===== src/sv/i2c_bit_level_master_defines.svh =====
// Assertion macros for the I2C master bit engine.
// Needs no other file; define NO_ASSERTIONS to compile the checks away.
`ifndef I2C_BIT_LEVEL_MASTER_DEFINES_SVH
`define I2C_BIT_LEVEL_MASTER_DEFINES_SVH

`ifndef NO_ASSERTIONS
// Same-cycle implication, held off while reset is asserted.
`define I2CBM_ASSERT_NOW(label, clk, rst_n, ante, cons) \
    label: assert property (@(posedge clk) disable iff (!rst_n) (ante) |-> (cons)) \
        else $error("i2cbm check failed");
// Next-cycle implication, held off while reset is asserted.
`define I2CBM_ASSERT_NEXT(label, clk, rst_n, ante, cons) \
    label: assert property (@(posedge clk) disable iff (!rst_n) (ante) |=> (cons)) \
        else $error("i2cbm check failed");
`else
`define I2CBM_ASSERT_NOW(label, clk, rst_n, ante, cons)
`define I2CBM_ASSERT_NEXT(label, clk, rst_n, ante, cons)
`endif

`endif


===== src/sv/i2cbm_pkg.sv =====
// Shared types, codes and helper functions of the I2C master bit engine.
// Used by i2cbm_fsm and the top level i2c_bit_level_master; depends on nothing.
package i2cbm_pkg;

    // sequence steps
    localparam logic [3:0] S_IDLE = 4'd0;
    localparam logic [3:0] S_ST_A = 4'd1;
    localparam logic [3:0] S_ST_B = 4'd2;
    localparam logic [3:0] S_SP_A = 4'd3;
    localparam logic [3:0] S_SP_B = 4'd4;
    localparam logic [3:0] S_TX_D = 4'd5;
    localparam logic [3:0] S_TX_H = 4'd6;
    localparam logic [3:0] S_TX_L = 4'd7;
    localparam logic [3:0] S_WA_R = 4'd8;
    localparam logic [3:0] S_WA_H = 4'd9;
    localparam logic [3:0] S_WA_P = 4'd10;
    localparam logic [3:0] S_RD_L = 4'd11;
    localparam logic [3:0] S_RD_H = 4'd12;
    localparam logic [3:0] S_RK_L = 4'd13;
    localparam logic [3:0] S_RK_H = 4'd14;

    // opcodes
    localparam logic [2:0] OP_START = 3'd0;
    localparam logic [2:0] OP_STOP  = 3'd1;
    localparam logic [2:0] OP_SEND  = 3'd2;
    localparam logic [2:0] OP_WACK  = 3'd3;
    localparam logic [2:0] OP_READ  = 3'd4;

    // configuration register indexes
    localparam logic [1:0] CFG_ACK_POLL_LIMIT  = 2'd0;
    localparam logic [1:0] CFG_START_STOP_HOLD = 2'd1;
    localparam logic [1:0] CFG_BIT_PHASE_TICKS = 2'd2;
    localparam logic [1:0] CFG_READ_TAIL_TICKS = 2'd3;

    localparam logic [7:0] RST_ACK_POLL_LIMIT  = 8'd250;
    localparam logic [7:0] RST_START_STOP_HOLD = 8'd4;
    localparam logic [7:0] RST_BIT_PHASE_TICKS = 8'd2;
    localparam logic [7:0] RST_READ_TAIL_TICKS = 8'd1;

    localparam logic [7:0] PTC_MAX    = 8'd255;
    localparam logic [3:0] BITS_BYTE  = 4'd8;

    typedef struct packed {
        logic [7:0] ack_poll_limit;
        logic [7:0] start_stop_hold;
        logic [7:0] bit_phase_ticks;
        logic [7:0] read_tail_ticks;
    } t_cfg;

    typedef struct packed {
        logic       cmd_valid;
        logic [2:0] opcode;
        logic [7:0] tx_byte;
        logic       ack_after_read;
        logic       sda_in;
    } t_tick;

    typedef struct packed {
        logic       scl_level;
        logic       sda_level;
        logic       sda_drive_enable;
        logic       busy_res;
        logic       done_res;
        logic [7:0] rx_byte;
        logic       ack_failed;
    } t_result;

    typedef struct packed {
        logic [3:0] step;
        logic [7:0] ptc;
        logic [3:0] bidx;
        logic [7:0] shreg;
        logic [7:0] poll;
        logic       ackc;
        logic       fail;
        logic       scl;
        logic       sda;
        logic       oe;
        logic [7:0] rx;
    } t_st;

    function automatic logic [7:0] f_phase_len(input logic [3:0] step, input t_cfg cfg);
        logic [7:0] len;
        if (step == S_ST_A || step == S_ST_B || step == S_SP_A || step == S_SP_B) begin
            len = cfg.start_stop_hold;
        end else if (step == S_RD_H) begin
            len = cfg.read_tail_ticks;
        end else begin
            len = cfg.bit_phase_ticks;
        end
        return len;
    endfunction

    // Enter a step: clear the phase counter and set its pins; S_RD_H also shifts in a bit.
    function automatic t_st f_enter(input t_st s, input logic [3:0] step, input logic sda_now);
        t_st r;
        r      = s;
        r.step = step;
        r.ptc  = '0;
        unique case (step)
            S_ST_A: begin r.oe = 1'b1; r.sda = 1'b1; r.scl = 1'b1; end
            S_ST_B: r.sda = 1'b0;
            S_SP_A: begin r.oe = 1'b1; r.scl = 1'b0; r.sda = 1'b0; end
            S_SP_B: r.scl = 1'b1;
            S_TX_D: begin r.oe = 1'b1; r.scl = 1'b0; r.sda = s.shreg[7]; end
            S_TX_H: r.scl = 1'b1;
            S_TX_L: r.scl = 1'b0;
            S_WA_R: begin r.oe = 1'b0; r.sda = 1'b1; end
            S_WA_H: r.scl = 1'b1;
            S_RD_L: begin r.oe = 1'b0; r.scl = 1'b0; end
            S_RD_H: begin
                r.scl   = 1'b1;
                r.shreg = {s.shreg[6:0], sda_now};
                r.bidx  = s.bidx + 4'd1;
            end
            S_RK_L: begin r.scl = 1'b0; r.oe = 1'b1; r.sda = !s.ackc; end
            S_RK_H: r.scl = 1'b1;
            default: r.step = step;
        endcase
        return r;
    endfunction

    // One acknowledge poll: low SDA ends the wait, too many highs fail into a stop.
    function automatic t_st f_poll(input t_st s, input logic sda_now, input logic [7:0] limit);
        t_st r;
        r = s;
        if (!sda_now) begin
            r.scl  = 1'b0;
            r.step = S_IDLE;
            r.ptc  = '0;
        end else if (s.poll >= limit) begin
            r.fail = 1'b1;
            r      = f_enter(r, S_SP_A, sda_now);
        end else begin
            r.poll = s.poll + 8'd1;
        end
        return r;
    endfunction

endpackage


===== src/sv/i2cbm_fsm.sv =====
// Sequencer state of the I2C master bit engine: one tick per enable.
// Depends on i2cbm_pkg; the result of the tick is combinational, the state registered.
module i2cbm_fsm (
    input  logic               i_clk,
    input  logic               i_rst_n,
    input  logic               i_en,
    input  i2cbm_pkg::t_cfg    i_cfg,
    input  i2cbm_pkg::t_tick   i_tick,
    output i2cbm_pkg::t_result o_res
);

    i2cbm_pkg::t_st r_st;
    i2cbm_pkg::t_st n_st;
    logic           n_done;

    always_comb begin
        i2cbm_pkg::t_st v;
        logic [7:0]     ptc_inc;
        logic [3:0]     b;
        v       = r_st;
        n_done  = 1'b0;
        ptc_inc = (r_st.ptc < i2cbm_pkg::PTC_MAX) ? r_st.ptc + 8'd1 : r_st.ptc;
        b       = r_st.bidx + 4'd1;
        if (r_st.step == i2cbm_pkg::S_IDLE) begin
            // commands are only taken here; anything above read is dropped
            if (i_tick.cmd_valid && i_tick.opcode <= i2cbm_pkg::OP_READ) begin
                v.bidx = '0;
                v.poll = '0;
                unique case (i_tick.opcode)
                    i2cbm_pkg::OP_START: v = i2cbm_pkg::f_enter(v, i2cbm_pkg::S_ST_A, i_tick.sda_in);
                    i2cbm_pkg::OP_STOP:  v = i2cbm_pkg::f_enter(v, i2cbm_pkg::S_SP_A, i_tick.sda_in);
                    i2cbm_pkg::OP_SEND: begin
                        v.shreg = i_tick.tx_byte;
                        v       = i2cbm_pkg::f_enter(v, i2cbm_pkg::S_TX_D, i_tick.sda_in);
                    end
                    i2cbm_pkg::OP_WACK: begin
                        v.fail = 1'b0;
                        v      = i2cbm_pkg::f_enter(v, i2cbm_pkg::S_WA_R, i_tick.sda_in);
                    end
                    default: begin
                        v.ackc  = i_tick.ack_after_read;
                        v.shreg = '0;
                        v       = i2cbm_pkg::f_enter(v, i2cbm_pkg::S_RD_L, i_tick.sda_in);
                    end
                endcase
            end
        end else if (r_st.step == i2cbm_pkg::S_WA_P) begin
            v      = i2cbm_pkg::f_poll(r_st, i_tick.sda_in, i_cfg.ack_poll_limit);
            n_done = !i_tick.sda_in;
        end else begin
            v.ptc = ptc_inc;
            if (ptc_inc >= i2cbm_pkg::f_phase_len(r_st.step, i_cfg)) begin
                unique case (r_st.step)
                    i2cbm_pkg::S_ST_A: v = i2cbm_pkg::f_enter(v, i2cbm_pkg::S_ST_B, i_tick.sda_in);
                    i2cbm_pkg::S_ST_B: begin
                        v.scl  = 1'b0;
                        v.step = i2cbm_pkg::S_IDLE;
                        v.ptc  = '0;
                        n_done = 1'b1;
                    end
                    i2cbm_pkg::S_SP_A: v = i2cbm_pkg::f_enter(v, i2cbm_pkg::S_SP_B, i_tick.sda_in);
                    i2cbm_pkg::S_SP_B: begin
                        v.sda  = 1'b1;
                        v.step = i2cbm_pkg::S_IDLE;
                        v.ptc  = '0;
                        n_done = 1'b1;
                    end
                    i2cbm_pkg::S_TX_D: v = i2cbm_pkg::f_enter(v, i2cbm_pkg::S_TX_H, i_tick.sda_in);
                    i2cbm_pkg::S_TX_H: v = i2cbm_pkg::f_enter(v, i2cbm_pkg::S_TX_L, i_tick.sda_in);
                    i2cbm_pkg::S_TX_L: begin
                        v.bidx = b;
                        if (b >= i2cbm_pkg::BITS_BYTE) begin
                            v.step = i2cbm_pkg::S_IDLE;
                            v.ptc  = '0;
                            n_done = 1'b1;
                        end else begin
                            // advance to the next bit, MSB first
                            v.shreg = {r_st.shreg[6:0], 1'b0};
                            v       = i2cbm_pkg::f_enter(v, i2cbm_pkg::S_TX_D, i_tick.sda_in);
                        end
                    end
                    i2cbm_pkg::S_WA_R: v = i2cbm_pkg::f_enter(v, i2cbm_pkg::S_WA_H, i_tick.sda_in);
                    i2cbm_pkg::S_WA_H: begin
                        // the first poll falls on the tick SCL high ends
                        v      = i2cbm_pkg::f_enter(v, i2cbm_pkg::S_WA_P, i_tick.sda_in);
                        v      = i2cbm_pkg::f_poll(v, i_tick.sda_in, i_cfg.ack_poll_limit);
                        n_done = !i_tick.sda_in;
                    end
                    i2cbm_pkg::S_RD_L: v = i2cbm_pkg::f_enter(v, i2cbm_pkg::S_RD_H, i_tick.sda_in);
                    i2cbm_pkg::S_RD_H: begin
                        if (r_st.bidx >= i2cbm_pkg::BITS_BYTE) begin
                            v = i2cbm_pkg::f_enter(v, i2cbm_pkg::S_RK_L, i_tick.sda_in);
                        end else begin
                            v = i2cbm_pkg::f_enter(v, i2cbm_pkg::S_RD_L, i_tick.sda_in);
                        end
                    end
                    i2cbm_pkg::S_RK_L: v = i2cbm_pkg::f_enter(v, i2cbm_pkg::S_RK_H, i_tick.sda_in);
                    i2cbm_pkg::S_RK_H: begin
                        v.scl  = 1'b0;
                        v.rx   = r_st.shreg;
                        v.step = i2cbm_pkg::S_IDLE;
                        v.ptc  = '0;
                        n_done = 1'b1;
                    end
                    default: begin
                        v.step = i2cbm_pkg::S_IDLE;
                        v.ptc  = '0;
                    end
                endcase
            end
        end
        n_st = v;
    end

    always_ff @(posedge i_clk) begin
        if (!i_rst_n) begin
            r_st.step  <= i2cbm_pkg::S_IDLE;
            r_st.ptc   <= '0;
            r_st.bidx  <= '0;
            r_st.shreg <= '0;
            r_st.poll  <= '0;
            r_st.ackc  <= 1'b0;
            r_st.fail  <= 1'b0;
            r_st.scl   <= 1'b1;
            r_st.sda   <= 1'b1;
            r_st.oe    <= 1'b1;
            r_st.rx    <= '0;
        end else if (i_en) begin
            r_st <= n_st;
        end
    end

    assign o_res.scl_level        = n_st.scl;
    assign o_res.sda_level        = n_st.sda;
    assign o_res.sda_drive_enable = n_st.oe;
    assign o_res.busy_res         = (n_st.step != i2cbm_pkg::S_IDLE);
    assign o_res.done_res         = n_done;
    assign o_res.rx_byte          = n_st.rx;
    assign o_res.ack_failed       = n_st.fail;

endmodule


===== src/sv/i2c_bit_level_master.sv =====
// I2C master bit engine, top level. Each tick beat enters the input register, then its
// result the result register once it is empty or not stalled. Throughput: one beat
// per cycle unless the result channel stalls, limited by the single sequencer update.
// Reset (synchronous, active low) empties both registers, idles the sequencer, sets
// SCL high and SDA high driven, clears rx byte and failure flag and loads default phases.
// Depends on i2cbm_pkg, i2cbm_fsm and i2c_bit_level_master_defines.svh.
`include "i2c_bit_level_master_defines.svh"

module i2c_bit_level_master (
    input  logic       i_clk,
    input  logic       i_rst_n,
    // tick channel
    input  logic       i_in_valid,
    output logic       o_in_stall,
    input  logic       i_cmd_valid,
    input  logic [2:0] i_opcode,
    input  logic [7:0] i_tx_byte,
    input  logic       i_ack_after_read,
    input  logic       i_sda_in,
    // result channel
    output logic       o_out_valid,
    input  logic       i_out_stall,
    output logic       o_scl_level,
    output logic       o_sda_level,
    output logic       o_sda_drive_enable,
    output logic       o_busy_res,
    output logic       o_done_res,
    output logic [7:0] o_rx_byte,
    output logic       o_ack_failed,
    // configuration
    input  logic       i_cfg_we,
    input  logic [1:0] i_cfg_index,
    input  logic [7:0] i_cfg_data
);

    i2cbm_pkg::t_cfg    r_cfg;
    i2cbm_pkg::t_tick   r_in;
    logic               r_in_valid;
    i2cbm_pkg::t_result r_out;
    logic               r_out_valid;
    i2cbm_pkg::t_result w_res;
    logic               w_out_free;
    logic               w_adv;
    logic               w_in_take;

    assign w_out_free = !r_out_valid || !i_out_stall;
    assign w_adv      = r_in_valid && w_out_free;
    assign o_in_stall = r_in_valid && !w_out_free;
    assign w_in_take  = i_in_valid && !o_in_stall;

    always_ff @(posedge i_clk) begin
        if (!i_rst_n) begin
            r_cfg.ack_poll_limit  <= i2cbm_pkg::RST_ACK_POLL_LIMIT;
            r_cfg.start_stop_hold <= i2cbm_pkg::RST_START_STOP_HOLD;
            r_cfg.bit_phase_ticks <= i2cbm_pkg::RST_BIT_PHASE_TICKS;
            r_cfg.read_tail_ticks <= i2cbm_pkg::RST_READ_TAIL_TICKS;
        end else if (i_cfg_we) begin
            unique case (i_cfg_index)
                i2cbm_pkg::CFG_ACK_POLL_LIMIT:  r_cfg.ack_poll_limit  <= i_cfg_data;
                i2cbm_pkg::CFG_START_STOP_HOLD: r_cfg.start_stop_hold <= i_cfg_data;
                i2cbm_pkg::CFG_BIT_PHASE_TICKS: r_cfg.bit_phase_ticks <= i_cfg_data;
                i2cbm_pkg::CFG_READ_TAIL_TICKS: r_cfg.read_tail_ticks <= i_cfg_data;
            endcase
        end
    end

    // input register: fill when empty and refill whenever the held beat moves on
    always_ff @(posedge i_clk) begin
        if (!i_rst_n) begin
            r_in_valid <= 1'b0;
        end else if (w_in_take) begin
            r_in_valid <= 1'b1;
        end else if (w_adv) begin
            r_in_valid <= 1'b0;
        end
    end

    always_ff @(posedge i_clk) begin
        if (w_in_take) begin
            r_in.cmd_valid      <= i_cmd_valid;
            r_in.opcode         <= i_opcode;
            r_in.tx_byte        <= i_tx_byte;
            r_in.ack_after_read <= i_ack_after_read;
            r_in.sda_in         <= i_sda_in;
        end
    end

    i2cbm_fsm u_fsm (
        .i_clk   (i_clk),
        .i_rst_n (i_rst_n),
        .i_en    (w_adv),
        .i_cfg   (r_cfg),
        .i_tick  (r_in),
        .o_res   (w_res)
    );

    always_ff @(posedge i_clk) begin
        if (!i_rst_n) begin
            r_out_valid <= 1'b0;
        end else if (w_adv) begin
            r_out_valid <= 1'b1;
        end else if (!i_out_stall) begin
            r_out_valid <= 1'b0;
        end
    end

    always_ff @(posedge i_clk) begin
        if (w_adv) begin
            r_out <= w_res;
        end
    end

    assign o_out_valid        = r_out_valid;
    assign o_scl_level        = r_out.scl_level;
    assign o_sda_level        = r_out.sda_level;
    assign o_sda_drive_enable = r_out.sda_drive_enable;
    assign o_busy_res         = r_out.busy_res;
    assign o_done_res         = r_out.done_res;
    assign o_rx_byte          = r_out.rx_byte;
    assign o_ack_failed       = r_out.ack_failed;

    `I2CBM_ASSERT_NOW(a_done_not_busy, i_clk, i_rst_n, r_out_valid && r_out.done_res, !r_out.busy_res)
    `I2CBM_ASSERT_NEXT(a_adv_gives_beat, i_clk, i_rst_n, w_adv, r_out_valid)
    `I2CBM_ASSERT_NOW(a_stall_only_full, i_clk, i_rst_n, o_in_stall, r_in_valid && r_out_valid)

endmodule

===== config.mk =====
export PLATFORM = sky130hd
export DESIGN_NAME = i2c_bit_level_master
export DESIGN_NICKNAME = d
export VERILOG_FILES = /design/src/sv/i2cbm_pkg.sv /design/src/sv/i2cbm_fsm.sv /design/src/sv/i2c_bit_level_master.sv
export VERILOG_INCLUDE_DIRS = /design/src /design/src/sv
export SDC_FILE = /design/constraint.sdc
export NUM_CORES = 1
export LEC_CHECK = 0
export BUFFER_PORTS_ARGS = -buffer_cell sky130_fd_sc_hd__buf_2
export CORE_MARGIN = 8
export CORE_UTILIZATION = 40
export CTS_BUF_LIST = sky130_fd_sc_hd__clkbuf_4 sky130_fd_sc_hd__clkbuf_8
export CTS_CLUSTER_SIZE = 8
export DETAILED_ROUTE_END_ITERATION = 6
export PLACE_DENSITY = 0.63
export SLEW_MARGIN = 20
export SYNTH_ARGS = -nofsm -noshare
export SYNTH_HDL_FRONTEND = slang
export SYNTH_SLANG_ARGS = --single-unit

===== constraint.sdc =====
create_clock -name i_clk -period 4.6 [get_ports i_clk]
set_input_delay 0.46 -clock i_clk [delete_from_list [all_inputs] [get_ports i_clk]]
set_output_delay 0.46 -clock i_clk [all_outputs]
set_load 0.1 [all_outputs]

# After elaboration in Yosys (flattened, before gate mapping)
# Cells that the tools add are included.
# Widths: inputs -> output; s select.
# op_classes
addsub	3
mul	0
div_mod_pow	0
n_lt_le_gt_ge	6
eq_ne	36
shift	0
muxes	37
bitwise	0
n_reduce_logical	35
# ops
operator	n
$mux 45	4
$pmux 45 s4	1
$pmux 12 s10	1
$pmux 22 s4	1
$mux 24	2
$mux 8	6
$mux 22	2
$mux 44	1
$mux 12	3
$pmux 8 s4	1
$mux 29	1
$eq 4x4->1 const B	7
$add 8x1->8 const B	2
$eq 4x3->1 const B	4
$ge 8x8->1	2
$reduce_and 13->1	1
$mux 11	1
$reduce_and 11->1	1
$mux 10	1
$ne 2x2->1 const B	5
$pmux 1 s5	2
$ne 3x1->1 const B	3
$reduce_and 9->1	1
$reduce_bool 3->1	3
other kinds (28)	61
# word_totals
register_bits	107
latch_bits	0
ramBits	0
mem_bits_ro	0
inputBits	29
output_inout_bits	16
word_cells	146
mem_count	0

# Logic depth before layout (Yosys ltp)
# depth
ltp_word	12
ltp_mapped	18
ltp_nobuf	14

# Hierarchy
# From an unflattened synthesis, not the netlist that was laid out.
# unflattened
hier_cells	676
area_unflattened_um2	6062.1
# modules_own_cells
mod	n_inst	cells_each	area_each_um2	seq_area_each_um2
i2cbm_fsm	1	513	3848.7	900.9
i2c_bit_level_master	1	163	2213.4	1521.5

# Worst setup path after synthesis
# OpenSTA, ideal clock, no wires.
# synth_path
path_kind	reg2reg
from	register u_fsm.r_st[42] (netlist bit)
to	register r_out, in the netlist o_busy_res (data pin)
setup_ps	270
arrival_ps	3276
required_ps	4330
path_slack_ps	1054
path_stages_with_launch	17
synth_period_minus_slack_ps	3546
path_cell_list	dfxtp_1 buf_2 buf_2 nor2_1 nor2_1 a21oi_1 nor2_1 buf_2 o21ai_0 ha_1 nand2b_2 a31oi_2 o211a_4 or3_1 a221o_1 a211oi_1 nand4_1
# synth_lines
item	line	text
start, declared	i2cbm_fsm.sv:12	i2cbm_pkg::t_st r_st;
start signal, assigned	i2cbm_fsm.sv:129	r_st <= n_st;
end signal, assigned	i2c_bit_level_master.sv:109	r_out <= w_res;
end, declared	i2c_bit_level_master.sv:39	i2cbm_pkg::t_result r_out;

# Final worst setup path
# layout_path
from	register u_fsm.r_st[33] (netlist bit)
to	register u_fsm.r_st[4] (netlist bit)
# layout_via
elab_chain_len	6
word_cells_on_any_way	7
cone_classes	add/sub (1); order compare (2); mux (4)
# layout_lines
item	line	text
$add 8x1->8 / $lt 8x8->1 (equally long branches)	i2cbm_fsm.sv:22	ptc_inc = (r_st.ptc < i2cbm_pkg::PTC_MAX) ? r_st.ptc + 8'd1 : r_st.ptc;
$mux 8 (*)	i2cbm_fsm.sv:22	
$ge 8x8->1 (*)	i2cbm_fsm.sv:52	if (ptc_inc >= i2cbm_pkg::f_phase_len(r_st.step, i_cfg)) begin
$mux 45 (*)	i2cbm_fsm.sv:52	
$mux 45 (*)	i2cbm_fsm.sv:47	end else if (r_st.step == i2cbm_pkg::S_WA_P) begin
$mux 45 (*)	i2cbm_fsm.sv:24	if (r_st.step == i2cbm_pkg::S_IDLE) begin
# Every way passes the cells marked *; elsewhere a longest branch is shown, timed or not. The select of a mux whose other input is x is not followed.
# A chain may end at the register's enable or synchronous reset.

==> results.sh <==
export IMPL_core_area_um2=14600
export IMPL_syn_num_nets=754
export IMPL_dieHeight_um=138
export IMPL_clk_latency_ns=0.38
export IMPL_gr_total_overflow=0
export IMPL_gp_congestion=0.947
export IMPL_hold_start="i_sda_in"
export IMPL_crit_path_start_kind="flip-flop"
export IMPL_period_minus_slack_ns=3.98
export IMPL_slew_headroom=0.485
export IMPL_num_vias=5357
export IMPL_clock_skew_final_ns=0.0106
export IMPL_postCtsSetupBuffers=0
export IMPL_maxCapViolations=0
export IMPL_synth_fa_ha_area_frac=0.0419
export IMPL_dr_wl_met2_um=7310
export IMPL_seq_power_share=0.492
export IMPL_min_period_over_period=0.865
export IMPL_regArea_um2=2420
export IMPL_ys_flop_type="dfxtp_1"
export IMPL_synth_mux_area_frac=0.0507
export IMPL_die_x_um=138
export IMPL_antenna_found_initial=0
export IMPL_path_clk_slew_ns=0.10
export IMPL_avgRoutedWirePerCell_um=17.9
export IMPL_dp_hpwl_um=12300
export IMPL_ys_types=72
export IMPL_synth_top_family_by_area="simple AND/OR/NAND/NOR gates"
export IMPL_mostFrequentLayoutCell="nand2_1"
export IMPL_r2r_start="u_fsm.r_st[33]$_SDFFE_PN0P_"
export IMPL_p_comb_frac=0.206
export IMPL_area_growth_syn_to_layout_pct=9.99
export IMPL_final_cell_mix="108 x nand2_1, 79 x dfxtp_1, 78 x a21oi_1"
export IMPL_worstHoldPathType="input pin to flip-flop"
export IMPL_power_density_nw_per_um2=324
export IMPL_hold_end="r_in[0]$_DFFE_PP_"
export IMPL_fp_dieArea_um2=19100
export IMPL_grt_pass1_vias=5019
export IMPL_reg2reg_to="u_fsm.r_st[4]$_SDFFE_PN0P_"
export IMPL_hold_slack_ns=0.249
export IMPL_crit_fanout=9
export IMPL_synth_compound_area_frac=0.205
export IMPL_via_per_inst=5.77
export IMPL_tightestPinTransition_ns=0.772
export IMPL_min_path_cells=1
export IMPL_diodes=0
export IMPL_drc=0
export IMPL_seq_area_frac_synth=0.405
export IMPL_highest_layer="met4"
export IMPL_synth_warnings=0
export IMPL_final_hold_violation_count=0
export IMPL_ios=45
export IMPL_max_freq_mhz=251
export IMPL_cts_buffer_depth=2
export IMPL_drtIter0Drc=547
export IMPL_slew_viol_final=0
export IMPL_initial_core_util=0.410
export IMPL_p_int_mw=1.47
export IMPL_cts_buffers=9
export IMPL_ys_ff_latch=107
export IMPL_synth_simple_area_share=0.243
export IMPL_regToRegSetupSlack_ns=0.62
export IMPL_ir_worst_vdd_mv=0.175
export IMPL_fillers=1422
export IMPL_htree_levels=3
export IMPL_dr_pass1_iters=5
export IMPL_drive_above_1_share=0.151
export IMPL_multi_input_area_um2=3300
export IMPL_nNetsFinal=788
export IMPL_postSynthCellCount=705
export IMPL_cts_root_buffer_cell="clkbuf_8"
export IMPL_cts_repair_resize_count=0
export IMPL_routedLengthMet1_um=7930
export IMPL_crit_type="flip-flop to flip-flop"
export IMPL_holdBufCountCts=0
export IMPL_drt_wl_total_um=16600
export IMPL_cts_tree="built"
export IMPL_routed_wl_met3_um=1040
export IMPL_leakagePower_nw=2.51
export IMPL_worstSetupEndpointType="flip-flop"
export IMPL_grt_pass1_wl_um=26600
export IMPL_setup_viol=0
export IMPL_avgSynthCellArea_um2=8.48
export IMPL_outcome="finished clean"
export IMPL_grt_max_degree=33
export IMPL_synth_xor_area_share=0.0117
export IMPL_clockPowerShare=0.302
export IMPL_worstPathArrival_ns=4.22
export IMPL_synthArstFlopShare=0
export IMPL_netSwitchingFraction=0.312
export IMPL_switchingPower_uw=665
export IMPL_track_usage=0.170
export IMPL_rsz0062_at_grt="no"
export IMPL_syn_area_um2=5980
export IMPL_rows=44
export IMPL_cp_required_ns=4.84
export IMPL_finalSetupTns_ns=0
export IMPL_numClockSinks=107
export IMPL_reg2reg_depth=13
export IMPL_synth_edff_count=28
export IMPL_detail_route_antenna_nets=0
export IMPL_portBuffers=44
## routing by layer
layer | GRT usage | vias up
met5 | 0 | -
met4 | 0.0624 | 0
met3 | 0.0308 | 23
met2 | 0.253 | 186
met1 | 0.238 | 2520
li1 | - | 2628
## critical path: stages, from the launching register on
cell and delay (ns):
dfxtp_1 0.44, ha_1 0.25, and3_1 0.21, and3_1 0.21, nand3_1 0.27, mux2_2 0.38, ha_1 0.30, a31oi_2 0.14
o211a_4 0.31, nor4_4 0.30, buf_4 0.24, and2_1 0.48, mux2i_1 0.25, nor2_1 0.05
## cells in the mapped netlist (all sizes together), types with 5 or more instances
| master | instances | share of area |
|---|---|---|
| a21oi | 80 | 0.068 |
| o211ai | 9 | 0.011 |
| nand4 | 11 | 0.012 |
| and2 | 8 | 0.0084 |
| o21a | 8 | 0.010 |
| o22ai | 8 | 0.0084 |
| nand2b | 10 | 0.011 |
| and3 | 15 | 0.016 |
| o21ai | 38 | 0.032 |
| buf | 18 | 0.018 |
| dfxtp | 79 | 0.26 |
| ha | 20 | 0.042 |
| or3 | 6 | 0.0063 |
| clkbuf | 15 | 0.0096 |
| edfxtp | 28 | 0.14 |
| nor3 | 10 | 0.010 |
| nor2 | 66 | 0.042 |
| mux2i | 19 | 0.032 |
| a211oi | 7 | 0.0096 |
| a31oi | 6 | 0.0084 |
| nand3 | 31 | 0.028 |
| nor4 | 10 | 0.020 |
| nand2 | 109 | 0.069 |
| a21o | 5 | 0.0065 |
| inv | 24 | 0.015 |
| mux2 | 10 | 0.019 |
## cell families (layout without fill, tap and decap cells)
| kind of cell | after synthesis | in the layout |
|---|---|---|
| AND/OR/NAND/NOR | 292 | 292 |
| AO/OA/AOI/OAI | 192 | 192 |
| multiplexers | 29 | 29 |
| flip-flops | 107 | 107 |
| XOR/XNOR | 8 | 8 |
| adder cells (fa/ha/maj) | 20 | 20 |
| buffers and inverters | 57 | 96 |
## stage by stage
| step | setup slack, ns | utilization | instances | cell area, um^2 | total power, mW |
|---|---|---|---|---|---|
| global placement | 0.813 | 0.435 | 912 | 6350 | 1.50 |
| detailed placement | 0.678 | 0.435 | 912 | 6350 | 1.50 |
| finish | 0.622 | 0.451 | 928 | 6570 | 2.13 |
| global route | 0.341 | 0.451 | 928 | 6570 | 2.23 |
| floorplan | 1.05 | - | 705 | 5980 | 1.38 |
| CTS | 0.647 | 0.451 | 928 | 6570 | 2.15 |
## registers in the layout, summed over array words and instances, names as in the netlist, 8 cells and up
register    cells
r_in           14
u_fsm.r_st     45
o_rx_byte       8
r_cfg          32
## final cells by class
cell class | instances | share of cell area
multi-input cells | 541 | 0.502
inverters | 24 | 0.0137
well taps | 184 | 0.0350
clock buffers | 12 | 0.0223
repair buffers | 56 | 0.0472
clock inverters | 4 | 0.0114
flip-flops and latches | 107 | 0.368
## worst max path at each step
stage / startpoint / to / cells past startpoint
after floorplan: u_fsm.r_st[42]$_SDFFE_PN0P_ / o_busy_res$_DFFE_PP_ / 16
after global placement: u_fsm.r_st[33]$_SDFFE_PN0P_ / u_fsm.r_st[9]$_SDFFE_PN1P_ / 12
after detailed placement: u_fsm.r_st[33]$_SDFFE_PN0P_ / u_fsm.r_st[5]$_SDFFE_PN0P_ / 13
after CTS: u_fsm.r_st[33]$_SDFFE_PN0P_ / u_fsm.r_st[5]$_SDFFE_PN0P_ / 13
after global routing: u_fsm.r_st[33]$_SDFFE_PN0P_ / u_fsm.r_st[5]$_SDFFE_PN0P_ / 13
final: u_fsm.r_st[33]$_SDFFE_PN0P_ / u_fsm.r_st[4]$_SDFFE_PN0P_ / 13
## power groups by stage
stage / Clock [mW] / Sequential, mW / Combinational (mW)
final: 0.644 / 1.05 / 0.440
after global routing: 0.704 / 1.05 / 0.477
after CTS: 0.667 / 1.05 / 0.435
after detailed placement: 0 / 1.07 / 0.433
after global placement: 0 / 1.07 / 0.430
after floorplan: 0 / 1.11 / 0.270
Note: power is estimated with default switching activity, not from simulation.
